## config.mk

```make
export PLATFORM = sky130hd
export DESIGN_NAME = echo_suppression_hash_ring_unit
export DESIGN_NICKNAME = d
export VERILOG_FILES = /design/src/esh_pkg.sv /design/src/esh_ram.sv /design/src/esh_datapath.sv /design/src/esh_ctrl.sv /design/src/echo_suppression_hash_ring_unit.sv
export SDC_FILE = /design/constraint.sdc
export NUM_CORES = 1
export LEC_CHECK = 0
export ABC_AREA = 1
export BUFFER_PORTS_ARGS = -buffer_cell sky130_fd_sc_hd__buf_4
export CAP_MARGIN = 0
export CORE_MARGIN = 2
export CORE_UTILIZATION = 60
export CTS_CLUSTER_DIAMETER = 100
export DETAILED_ROUTE_END_ITERATION = 6
export PLACE_DENSITY = 0.77
export SLEW_MARGIN = 20
export SYNTH_ARGS = -nofsm -noshare
export SYNTH_HDL_FRONTEND = slang
export SYNTH_HIERARCHICAL = 1
export SYNTH_SLANG_ARGS = --single-unit
```

## constraint.sdc

```tcl
create_clock -name clk_i -period 15.84 [get_ports clk_i]
set_input_delay 2.376 -clock clk_i [delete_from_list [all_inputs] [get_ports clk_i]]
set_output_delay 2.376 -clock clk_i [all_outputs]
set_load 0.005 [all_outputs]
```

## src/esh_pkg.sv

```systemverilog
`default_nettype none

package esh_pkg;

  localparam int unsigned HashW = 32;
  localparam int unsigned ByteW = 8;

  localparam logic [HashW-1:0] FnvBasis = 32'd2166136261;
  localparam logic [HashW-1:0] FnvPrime = 32'd16777619;

  typedef struct packed {
    logic acc;
    logic rec_wr;
    logic chk_start;
    logic scan_rd;
    logic fin;
  } cmd_t;

  typedef struct packed {
    logic cmp_done;
    logic hit;
  } sts_t;

  function automatic logic [HashW-1:0] fold_byte(input logic [HashW-1:0] h,
                                                 input logic [ByteW-1:0] b);
    logic [HashW-1:0] x;
    x = h ^ {{(HashW-ByteW){1'b0}}, b};
    return x * FnvPrime;
  endfunction

endpackage

`default_nettype wire

```

## src/esh_ram.sv

```systemverilog
`default_nettype none

module esh_ram #(
  parameter int unsigned WIDTH = 32,
  parameter int unsigned DEPTH = 8
) (
  input  wire                                        clk_i,
  input  wire                                        we_i,
  input  wire  [((DEPTH > 1) ? $clog2(DEPTH) : 1)-1:0] waddr_i,
  input  wire  [WIDTH-1:0]                           wdata_i,
  input  wire  [((DEPTH > 1) ? $clog2(DEPTH) : 1)-1:0] raddr_i,
  output logic [WIDTH-1:0]                           rdata_o
);

  logic [WIDTH-1:0] mem_q [DEPTH];

  always_ff @(posedge clk_i) begin
    if (we_i) begin
      mem_q[waddr_i] <= wdata_i;
    end
    rdata_o <= mem_q[raddr_i];
  end

endmodule

`default_nettype wire

```

## src/esh_datapath.sv

```systemverilog
`default_nettype none

module esh_datapath #(
  parameter int unsigned RING_DEPTH = 8
) (
  input  wire                          clk_i,
  input  wire                          rst_ni,
  input  wire  esh_pkg::cmd_t          cmd_i,
  output esh_pkg::sts_t                sts_o,
  input  wire  [esh_pkg::ByteW-1:0]    data_byte_i,
  input  wire                          byte_valid_i,
  input  wire                          last_i,
  output logic                         is_echo_o,
  output logic [esh_pkg::HashW-1:0]    msg_hash_o
);

  import esh_pkg::*;

  localparam int unsigned AddrW = (RING_DEPTH > 1) ? $clog2(RING_DEPTH) : 1;
  localparam logic [AddrW-1:0] LastAddr = AddrW'(RING_DEPTH - 1);

  logic [HashW-1:0] hash_q, hash_d, h_next;
  logic [HashW-1:0] tgt_q;
  logic [AddrW-1:0] slot_q, slot_d;
  logic [AddrW-1:0] cnt_q, cnt_d;
  logic [AddrW-1:0] rd_addr_q;
  logic             rd_vld_q;
  logic [RING_DEPTH-1:0] valid_q;
  logic [HashW-1:0] ram_rd, entry;
  logic             hit;
  logic             echo_q;
  logic [HashW-1:0] out_hash_q;

  assign h_next = byte_valid_i ? fold_byte(hash_q, data_byte_i) : hash_q;

  always_comb begin
    hash_d = hash_q;
    if (cmd_i.acc) begin
      hash_d = last_i ? FnvBasis : h_next;
    end
  end

  assign slot_d = (slot_q == LastAddr) ? '0 : slot_q + 1'b1;

  always_comb begin
    cnt_d = cnt_q;
    if (cmd_i.chk_start) begin
      cnt_d = '0;
    end else if (cmd_i.scan_rd && cnt_q != LastAddr) begin
      cnt_d = cnt_q + 1'b1;
    end
  end

  esh_ram #(
    .WIDTH(HashW),
    .DEPTH(RING_DEPTH)
  ) u_ring (
    .clk_i  (clk_i),
    .we_i   (cmd_i.rec_wr),
    .waddr_i(slot_q),
    .wdata_i(h_next),
    .raddr_i(cnt_q),
    .rdata_o(ram_rd)
  );

  // a slot never written or already cleared reads as zero
  assign entry = valid_q[rd_addr_q] ? ram_rd : '0;
  assign hit   = rd_vld_q && (entry == tgt_q);

  assign sts_o.hit      = hit;
  assign sts_o.cmp_done = rd_vld_q && (hit || rd_addr_q == LastAddr);

  always_ff @(posedge clk_i or negedge rst_ni) begin
    if (!rst_ni) begin
      hash_q    <= FnvBasis;
      slot_q    <= '0;
      cnt_q     <= '0;
      rd_addr_q <= '0;
      rd_vld_q  <= 1'b0;
      valid_q   <= '0;
    end else begin
      hash_q    <= hash_d;
      cnt_q     <= cnt_d;
      rd_addr_q <= cnt_q;
      rd_vld_q  <= cmd_i.scan_rd;
      if (cmd_i.rec_wr) begin
        slot_q          <= slot_d;
        valid_q[slot_q] <= 1'b1;
      end
      if (cmd_i.fin && hit) begin
        valid_q[rd_addr_q] <= 1'b0;
      end
    end
  end

  always_ff @(posedge clk_i) begin
    if (cmd_i.chk_start) begin
      tgt_q <= h_next;
    end
    if (cmd_i.rec_wr) begin
      echo_q     <= 1'b0;
      out_hash_q <= h_next;
    end else if (cmd_i.fin) begin
      echo_q     <= hit;
      out_hash_q <= tgt_q;
    end
  end

  assign is_echo_o  = echo_q;
  assign msg_hash_o = out_hash_q;

endmodule

`default_nettype wire

```

## src/esh_ctrl.sv

```systemverilog
`default_nettype none

module esh_ctrl (
  input  wire                 clk_i,
  input  wire                 rst_ni,
  input  wire                 s_tvalid_i,
  input  wire                 s_tlast_i,
  input  wire                 s_req_type_i,
  output logic                s_tready_o,
  output logic                m_tvalid_o,
  input  wire                 m_tready_i,
  output esh_pkg::cmd_t       cmd_o,
  input  wire  esh_pkg::sts_t sts_i
);

  import esh_pkg::*;

  typedef enum logic {
    ST_IDLE,
    ST_SCAN
  } state_e;

  state_e state_q;
  logic   m_tvalid_q, m_tvalid_d;
  logic   acc;

  // a last item needs the output register free by the next edge
  assign s_tready_o = (state_q == ST_IDLE) && (!m_tvalid_q || m_tready_i || !s_tlast_i);
  assign acc        = s_tvalid_i && s_tready_o;

  assign cmd_o.acc       = acc;
  assign cmd_o.rec_wr    = acc && s_tlast_i && !s_req_type_i;
  assign cmd_o.chk_start = acc && s_tlast_i && s_req_type_i;
  assign cmd_o.scan_rd   = (state_q == ST_SCAN);
  assign cmd_o.fin       = (state_q == ST_SCAN) && sts_i.cmp_done;

  assign m_tvalid_d = cmd_o.rec_wr || cmd_o.fin || (m_tvalid_q && !m_tready_i);
  assign m_tvalid_o = m_tvalid_q;

  always_ff @(posedge clk_i or negedge rst_ni) begin
    if (!rst_ni) begin
      state_q    <= ST_IDLE;
      m_tvalid_q <= 1'b0;
    end else begin
      m_tvalid_q <= m_tvalid_d;
      unique case (state_q)
        ST_IDLE: begin
          if (cmd_o.chk_start) begin
            state_q <= ST_SCAN;
          end
        end
        ST_SCAN: begin
          if (cmd_o.fin) begin
            state_q <= ST_IDLE;
          end
        end
        default: state_q <= ST_IDLE;
      endcase
    end
  end

  a_scan_blocks_input: assert property (@(posedge clk_i) disable iff (!rst_ni)
    (state_q == ST_SCAN) |-> !s_tready_o)
    else $error("input taken during ring scan");

  a_check_enters_scan: assert property (@(posedge clk_i) disable iff (!rst_ni)
    cmd_o.chk_start |=> (state_q == ST_SCAN) && !m_tvalid_q)
    else $error("check transaction did not start a scan");

  a_result_loaded: assert property (@(posedge clk_i) disable iff (!rst_ni)
    (cmd_o.rec_wr || cmd_o.fin) |=> m_tvalid_q)
    else $error("result not presented");

  a_no_overwrite: assert property (@(posedge clk_i) disable iff (!rst_ni)
    (m_tvalid_q && !m_tready_i) |-> !(cmd_o.rec_wr || cmd_o.fin))
    else $error("pending result overwritten");

endmodule

`default_nettype wire

```

## src/echo_suppression_hash_ring_unit.sv

```systemverilog
// channel  | dir | tdata                          | tuser        | tlast
// s_axis   | in  | [7:0] data_byte, [8] byte_valid | req_type     | last
// m_axis   | out | [31:0] msg_hash                | is_echo      | -
//
// a byte that does not end a message is folded into the running hash; s_axis stays ready for it while idle
// a record-mode last byte writes its hash into the ring, its result is registered for the next edge
// a check-mode last byte starts a scan of the ring through its single read port,
// one slot per cycle, until a match or the last slot is reached; the result is then shown
// after reset every ring slot is flagged empty and reads as zero, no clearing pass
// a last byte waits while an earlier result is held by m_axis_tready_i low
`default_nettype none

module echo_suppression_hash_ring_unit #(
  parameter int unsigned RING_DEPTH = 8
) (
  input  wire         clk_i,
  input  wire         rst_ni,
  input  wire         s_axis_tvalid_i,
  output logic        s_axis_tready_o,
  input  wire  [15:0] s_axis_tdata_i,   // [7:0] data_byte, [8] byte_valid, zero fill
  input  wire         s_axis_tuser_i,   // [0] req_type
  input  wire         s_axis_tlast_i,
  output logic        m_axis_tvalid_o,
  input  wire         m_axis_tready_i,
  output logic [31:0] m_axis_tdata_o,   // [31:0] msg_hash
  output logic        m_axis_tuser_o    // [0] is_echo
);

  import esh_pkg::*;

  cmd_t cmd;
  sts_t sts;

  esh_ctrl u_ctrl (
    .clk_i       (clk_i),
    .rst_ni      (rst_ni),
    .s_tvalid_i  (s_axis_tvalid_i),
    .s_tlast_i   (s_axis_tlast_i),
    .s_req_type_i(s_axis_tuser_i),
    .s_tready_o  (s_axis_tready_o),
    .m_tvalid_o  (m_axis_tvalid_o),
    .m_tready_i  (m_axis_tready_i),
    .cmd_o       (cmd),
    .sts_i       (sts)
  );

  esh_datapath #(
    .RING_DEPTH(RING_DEPTH)
  ) u_dp (
    .clk_i       (clk_i),
    .rst_ni      (rst_ni),
    .cmd_i       (cmd),
    .sts_o       (sts),
    .data_byte_i (s_axis_tdata_i[7:0]),
    .byte_valid_i(s_axis_tdata_i[8]),
    .last_i      (s_axis_tlast_i),
    .is_echo_o   (m_axis_tuser_o),
    .msg_hash_o  (m_axis_tdata_o)
  );

endmodule

`default_nettype wire
```

==> out/qor.csv, run 1 <==
metric,value,unit
Syn Inst Count,2599,
Period minus WS final,8340,ps
hold buffer count at cts,0,
hpwl dp,38900,um
deepest clock path buffer count,3,
vias in the first global route,17792,
Worst Setup Start Kind,input port,
hold depth,0,
Worst R2R Setup Slack,8970,ps
register area,11600,sq um
RSZ-0062 raised after global routing,false,
Root Driver,clkbuf_16,
Vias,17522,
post-cts sizing count,0,
slew at the pin closest to its max-slew limit,1070,ps
Worst Path Max Fanout,11,
GRT overflow,0,
total die area,41300,sq um
first-pass GRT wire length,92700,um
biggest cell delay along the critical path,820,ps
Post-Syn Nets,2883,
fin util,66.8,%
Fin Setup TNS,0,ps
Syn Std Cell Area,23800,sq um
post-route ant nets,0,
Crit. End Element,flop,
Hold EP,u_dp/rd_addr_q[2]$_DFF_PN0_,
# fillers,3016,
r2r startpoint,u_dp/hash_q[5]$_DFFE_PN0P_,
postcts setup bufs,0,
Rows,72,
I/O Buffers,49,
final setup fails,0,
worst-skew pair later-pin latency,550,ps
worst setup margin,7500,ps
Sink Count,405,
die height,203,um
gr usage total,29.2,%
fin nets,2923,
crit-path most repeated cell,ha_1,
routed len/inst,18.4,um
H-tree depth,2,
area grow syn2layout,9.29,%
FMAX,120,MHz
CTS tree,done,
post-place setup slack,6950,ps
Num CTS Buffers,40,
critical path required time,16030,ps
DRT iter0 DRCs,1595,
worst-case clock skew,26.0,ps
initial antenna violation count,0,
Worst slew margin,28.2,%
Worst Hold Launch,u_dp/cnt_q[2]$_DFFE_PN0P_,
Critical Path Slowest Stage Cell,o21ai_0,
Via density,5.49,
Final Hold Fails,0,
Die X,203,um
Routed Wire Length,58800,um
largest net degree at the start of global routing,77,
Worst Path Arrival,8520,ps
Detailed Routing Iterations Pass 1,6,
maxcap violations,0,
Core Region,38900,sq um
clock transition at the registers of the reported paths,70,ps
Avg Synthesized Cell Area,9.16,sq um
Ys Warns,6,
I/O pin count,57,
Initial Util,61.1,%
RR Endpoint,u_dp/u_ring/mem_q[1][21]$_DFFE_PP_,
gpl congestion,0.985,
final period utilization,52.6,%
status,finished clean,
share of cells above drive strength 1,7.45,%
Pins Over Slew Limit,0,
CP Cell Sequence,"buf_4, xor2_1, and2_1, nor2_1, ha_1, fa_1, ha_1, fa_1, ha_1, inv_1, fa_1, inv_1, ha_1, a21o_1, a21boi_0, nand3_1, a21oi_1, o21ai_0, xnor2_1, o21ai_0",
multi-input logic area,9820,sq um
Setup CP Type,in -> reg,
R2R cell count,18,
Hold Path Class,reg -> reg,
drt drc,0,
[area by class of cell]
cell class / instances / area share [%]
diodes: 1 / 0.00962
clock buffers: 51 / 4.32
clock inverters: 23 / 0.924
inverters: 534 / 7.73
multi-input cells: 1583 / 37.8
flip-flops and latches: 405 / 44.6
well taps: 518 / 2.49
repair buffers: 75 / 2.17
[metal layers]
| metal | global-route usage (%) | vias to the layer above | routed length (um) |
|---|---|---|---|
| met5 | 0 | - | 0 |
| met4 | 12.7 | 0 | 2280 |
| met3 | 3.21 | 149 | 4320 |
| met1 | 37.3 | 8345 | 23400 |
| li1 | - | 8285 | - |
| met2 | 50.8 | 743 | 28800 |
[flip-flops by register name, summed over array words and instances (netlist names), 3 cells and up]
signal	cells
u_dp/hash_q	32
u_dp/u_ring/mem_q	256
u_dp/valid_q	8
u_dp/tgt_q	32
u_dp/u_ring/rdata_o	32
u_dp/slot_q	3
u_dp/rd_addr_q	3
u_dp/cnt_q	3
u_dp/msg_hash_o	32
[worst max-delay path: cells and delay by family]
family,cells,cell delay [ps]
adder cells (fa/ha/maj),7,2640
buffers and inverters,3,210
AO/OA/AOI/OAI,5,1820
AND/OR/NAND/NOR,3,600
XOR/XNOR,2,850
[cells in the final DEF (no fill, tap or decap), drive strengths merged]
master / count
a211oi: 1
a21boi: 4
a21o: 3
a21oi: 40
a22o: 2
a31oi: 14
and2: 8
buf: 75
bufinv: 4
clkbuf: 51
clkinv: 15
clkinvlp: 1
dfrtp: 38
dfstp: 14
dfxtp: 33
diode: 1
edfxtp: 320
fa: 74
ha: 188
inv: 537
nand2: 772
nand3: 197
nand3b: 18
nand4: 15
nor2: 95
nor2b: 1
nor3: 8
o211a: 1
o21a: 3
o21ai: 72
o21bai: 6
o22ai: 9
or2: 15
xnor2: 15
xor2: 22
[how the worst max path moves through the flow]
stage	startpoint	endpoint	slack, ps	depth (start not counted)
after floorplan	s_axis_tdata_i[4]	u_dp/msg_hash_o[21]$_DFFE_PP_	8340	21
after detailed placement	s_axis_tdata_i[7]	u_dp/msg_hash_o[22]$_DFFE_PP_	6950	23
after global placement	s_axis_tdata_i[3]	u_dp/u_ring/mem_q[2][21]$_DFFE_PP_	7040	20
after global routing	s_axis_tdata_i[3]	u_dp/msg_hash_o[21]$_DFFE_PP_	7160	22
after CTS	s_axis_tdata_i[7]	u_dp/msg_hash_o[22]$_DFFE_PP_	7390	23
final	s_axis_tdata_i[3]	u_dp/u_ring/mem_q[1][21]$_DFFE_PP_	7500	20
[per-stage QoR]
stage	cell area, sq um	cells	hold WS (ps)
floorplan	23800	2599	393
global placement	24600	3115	420
detailed placement	24600	3115	442
CTS	26000	3189	446
global route	26000	3189	461
finish	26000	3190	454
Power of run 1 is left out: the tool's default activity adds up to more than one toggle a clock period on the data nets, which glitch-free logic cannot reach.
==> run 2: changes to the inputs <==
CORE_UTILIZATION = 58   (was 60)
PLACE_DENSITY = 0.78   (was 0.77)
clock period = 6.8 ns   (was 15.84 ns; I/O delays follow)
==> run 2 against run 1 <==
Compared with the run above:
- worst setup slack worse by 6800 ps
- sequential cell count did not move
- via count down 0.52%
- die area grew 3.4%
- critical path type unchanged
==> out/qor.csv, run 2 (same netlist as run 1, synthesis figures left out) <==
metric,value,unit
status,finished clean,
R2R cell count,22,
Rows,74,
final setup fails,0,
Initial Util,58.5,%
Sink Count,405,
CTS tree,done,
maxcap violations,0,
Root Driver,clkbuf_16,
total die area,42700,sq um
Worst R2R Setup Slack,760,ps
RR Endpoint,u_dp/u_ring/mem_q[6][26]$_DFFE_PP_,
fin nets,2950,
final antenna diode count,0,
fin util,64.1,%
gr usage total,28.2,%
Die X,207,um
GRT overflow,0,
# fillers,3065,
slew at the pin closest to its max-slew limit,998,ps
hpwl dp,38900,um
first-pass GRT wire length,91900,um
initial antenna violation count,0,
most flop-heavy register,u_dp/u_ring/mem_q,
Crit. End Element,flop,
DRT iter0 DRCs,1600,
Period minus WS final,6130,ps
post-cts sizing count,0,
DR WL met3,3870,um
Post-Route M1 WL,23400,um
Pins Over Slew Limit,0,
vias in the first global route,17646,
area grow syn2layout,9.56,%
H-tree depth,2,
Num CTS Buffers,38,
Worst Path Max Fanout,9,
r2r startpoint,u_dp/hash_q[6]$_DFFE_PN1P_,
share of cells above drive strength 1,7.80,%
Worst slew margin,33.2,%
gpl congestion,0.904,
Hold Path Class,reg -> reg,
clock transition at the registers of the reported paths,60,ps
Worst Path Arrival,6380,ps
post-route ant nets,0,
die height,207,um
met2 wire len,29200,um
Hold EP,u_dp/rd_vld_q$_DFF_PN0_,
Vias,17431,
Worst Setup Start Kind,input port,
critical path required time,7050,ps
FMAX,163,MHz
drt drc,0,
top layer in use,met4,
hold buffer count at cts,0,
largest net degree at the start of global routing,103,
routed len/inst,18.0,um
Placement Cell Area,24900,sq um
Worst Hold Launch,u_ctrl/state_q$_DFF_PN0_,
RSZ-0062 raised after global routing,false,
worst-skew pair later-pin latency,540,ps
"most common cell after layout, fill and taps aside",nand2_1,
max FFs per register,256,
Via density,5.40,
Setup CP Type,in -> reg,
postcts setup bufs,0,
Fin Setup TNS,0,ps
"Design Area, Final",26100,sq um
I/O Buffers,49,
hold depth,0,
deepest clock path buffer count,3,
Detailed Routing Iterations Pass 1,6,
"commonest non-fill, non-tap cells in the layout","nand2_1, inv_1, edfxtp_1",
worst-case clock skew,26.0,ps
Routed Wire Length,58200,um
Core Region,40600,sq um
I/O pin count,57,
final period utilization,90.2,%
Final Hold Fails,0,
run 2: changes by cell type in the layout (fill, tap and decap cells not counted), moves of 2 or more:
| cell | before | now |
|---|---|---|
| clkinv_1 | 4 | 7 |
| buf_4 | 75 | 103 |
| a31oi_1 | 12 | 14 |
| clkinv_2 | 9 | 6 |
| inv_6 | 6 | 2 |
| clkbuf_8 | 6 | 1 |
| a31oi_2 | 2 | 0 |
| clkbuf_16 | 41 | 39 |
| o21ai_1 | 2 | 0 |
| clkbuf_1 | 4 | 11 |
| o21ai_0 | 69 | 71 |
run 2: how the worst max path moves through the flow:
stage / startpoint / endpoint / slack, ps / depth (start not counted)
floorplan: s_axis_tdata_i[4] / u_dp/msg_hash_o[21]$_DFFE_PP_ / 650 / 21
global placement: s_axis_tdata_i[3] / u_dp/msg_hash_o[18]$_DFFE_PP_ / 240 / 23
detailed placement: s_axis_tdata_i[3] / u_dp/msg_hash_o[18]$_DFFE_PP_ / 130 / 23
CTS: s_axis_tdata_i[6] / u_dp/u_ring/mem_q[0][26]$_DFFE_PP_ / 690 / 23
global route: s_axis_tdata_i[6] / u_dp/u_ring/mem_q[0][30]$_DFFE_PP_ / 340 / 23
finish: s_axis_tdata_i[3] / u_dp/u_ring/mem_q[5][25]$_DFFE_PP_ / 670 / 24
run 2: per-stage QoR:
stage | instances | hold slack [ps] | setup WS [ps]
after global routing | 3225 | 477 | 344
after CTS | 3224 | 460 | 689
after detailed placement | 3157 | 433 | 128
after global placement | 3157 | 425 | 235
after floorplan | 2599 | 393 | 653
final | 3225 | 458 | 669
run 2: routing by layer:
layer / GRT usage, % / vias up
met3: 3.58 / 142
met4: 9.90 / 0
met1: 35.6 / 8231
li1: - / 8328
met2: 50.0 / 730
met5: 0 / -
run 2: worst max-delay path, stage by stage:
cell and delay, ps:
buf_4 120, xor2_1 460, and2_1 290, nor2_1 60
ha_1 340, fa_1 430, ha_1 230, fa_1 480
ha_1 300, inv_1 50, fa_1 530, inv_1 40
ha_1 300, a21o_1 190, a21boi_0 160, buf_4 140
nand3_1 100, a21oi_1 240, o21ai_0 190, nand2_1 130
nand2_1 60, nand2_1 50, nand3_1 160, and2_1 310
run 2: layout make-up:
type / instances / area [sq um] / area share (%)
inverters: 534 / 2010 / 7.71
clock buffers: 51 / 1030 / 3.95
multi-input cells: 1583 / 9810 / 37.6
flip-flops and latches: 405 / 11600 / 44.5
clock inverters: 16 / 159 / 0.609
repair buffers: 104 / 801 / 3.07
well taps: 532 / 666 / 2.55
Power of run 2 is left out for the same reason.
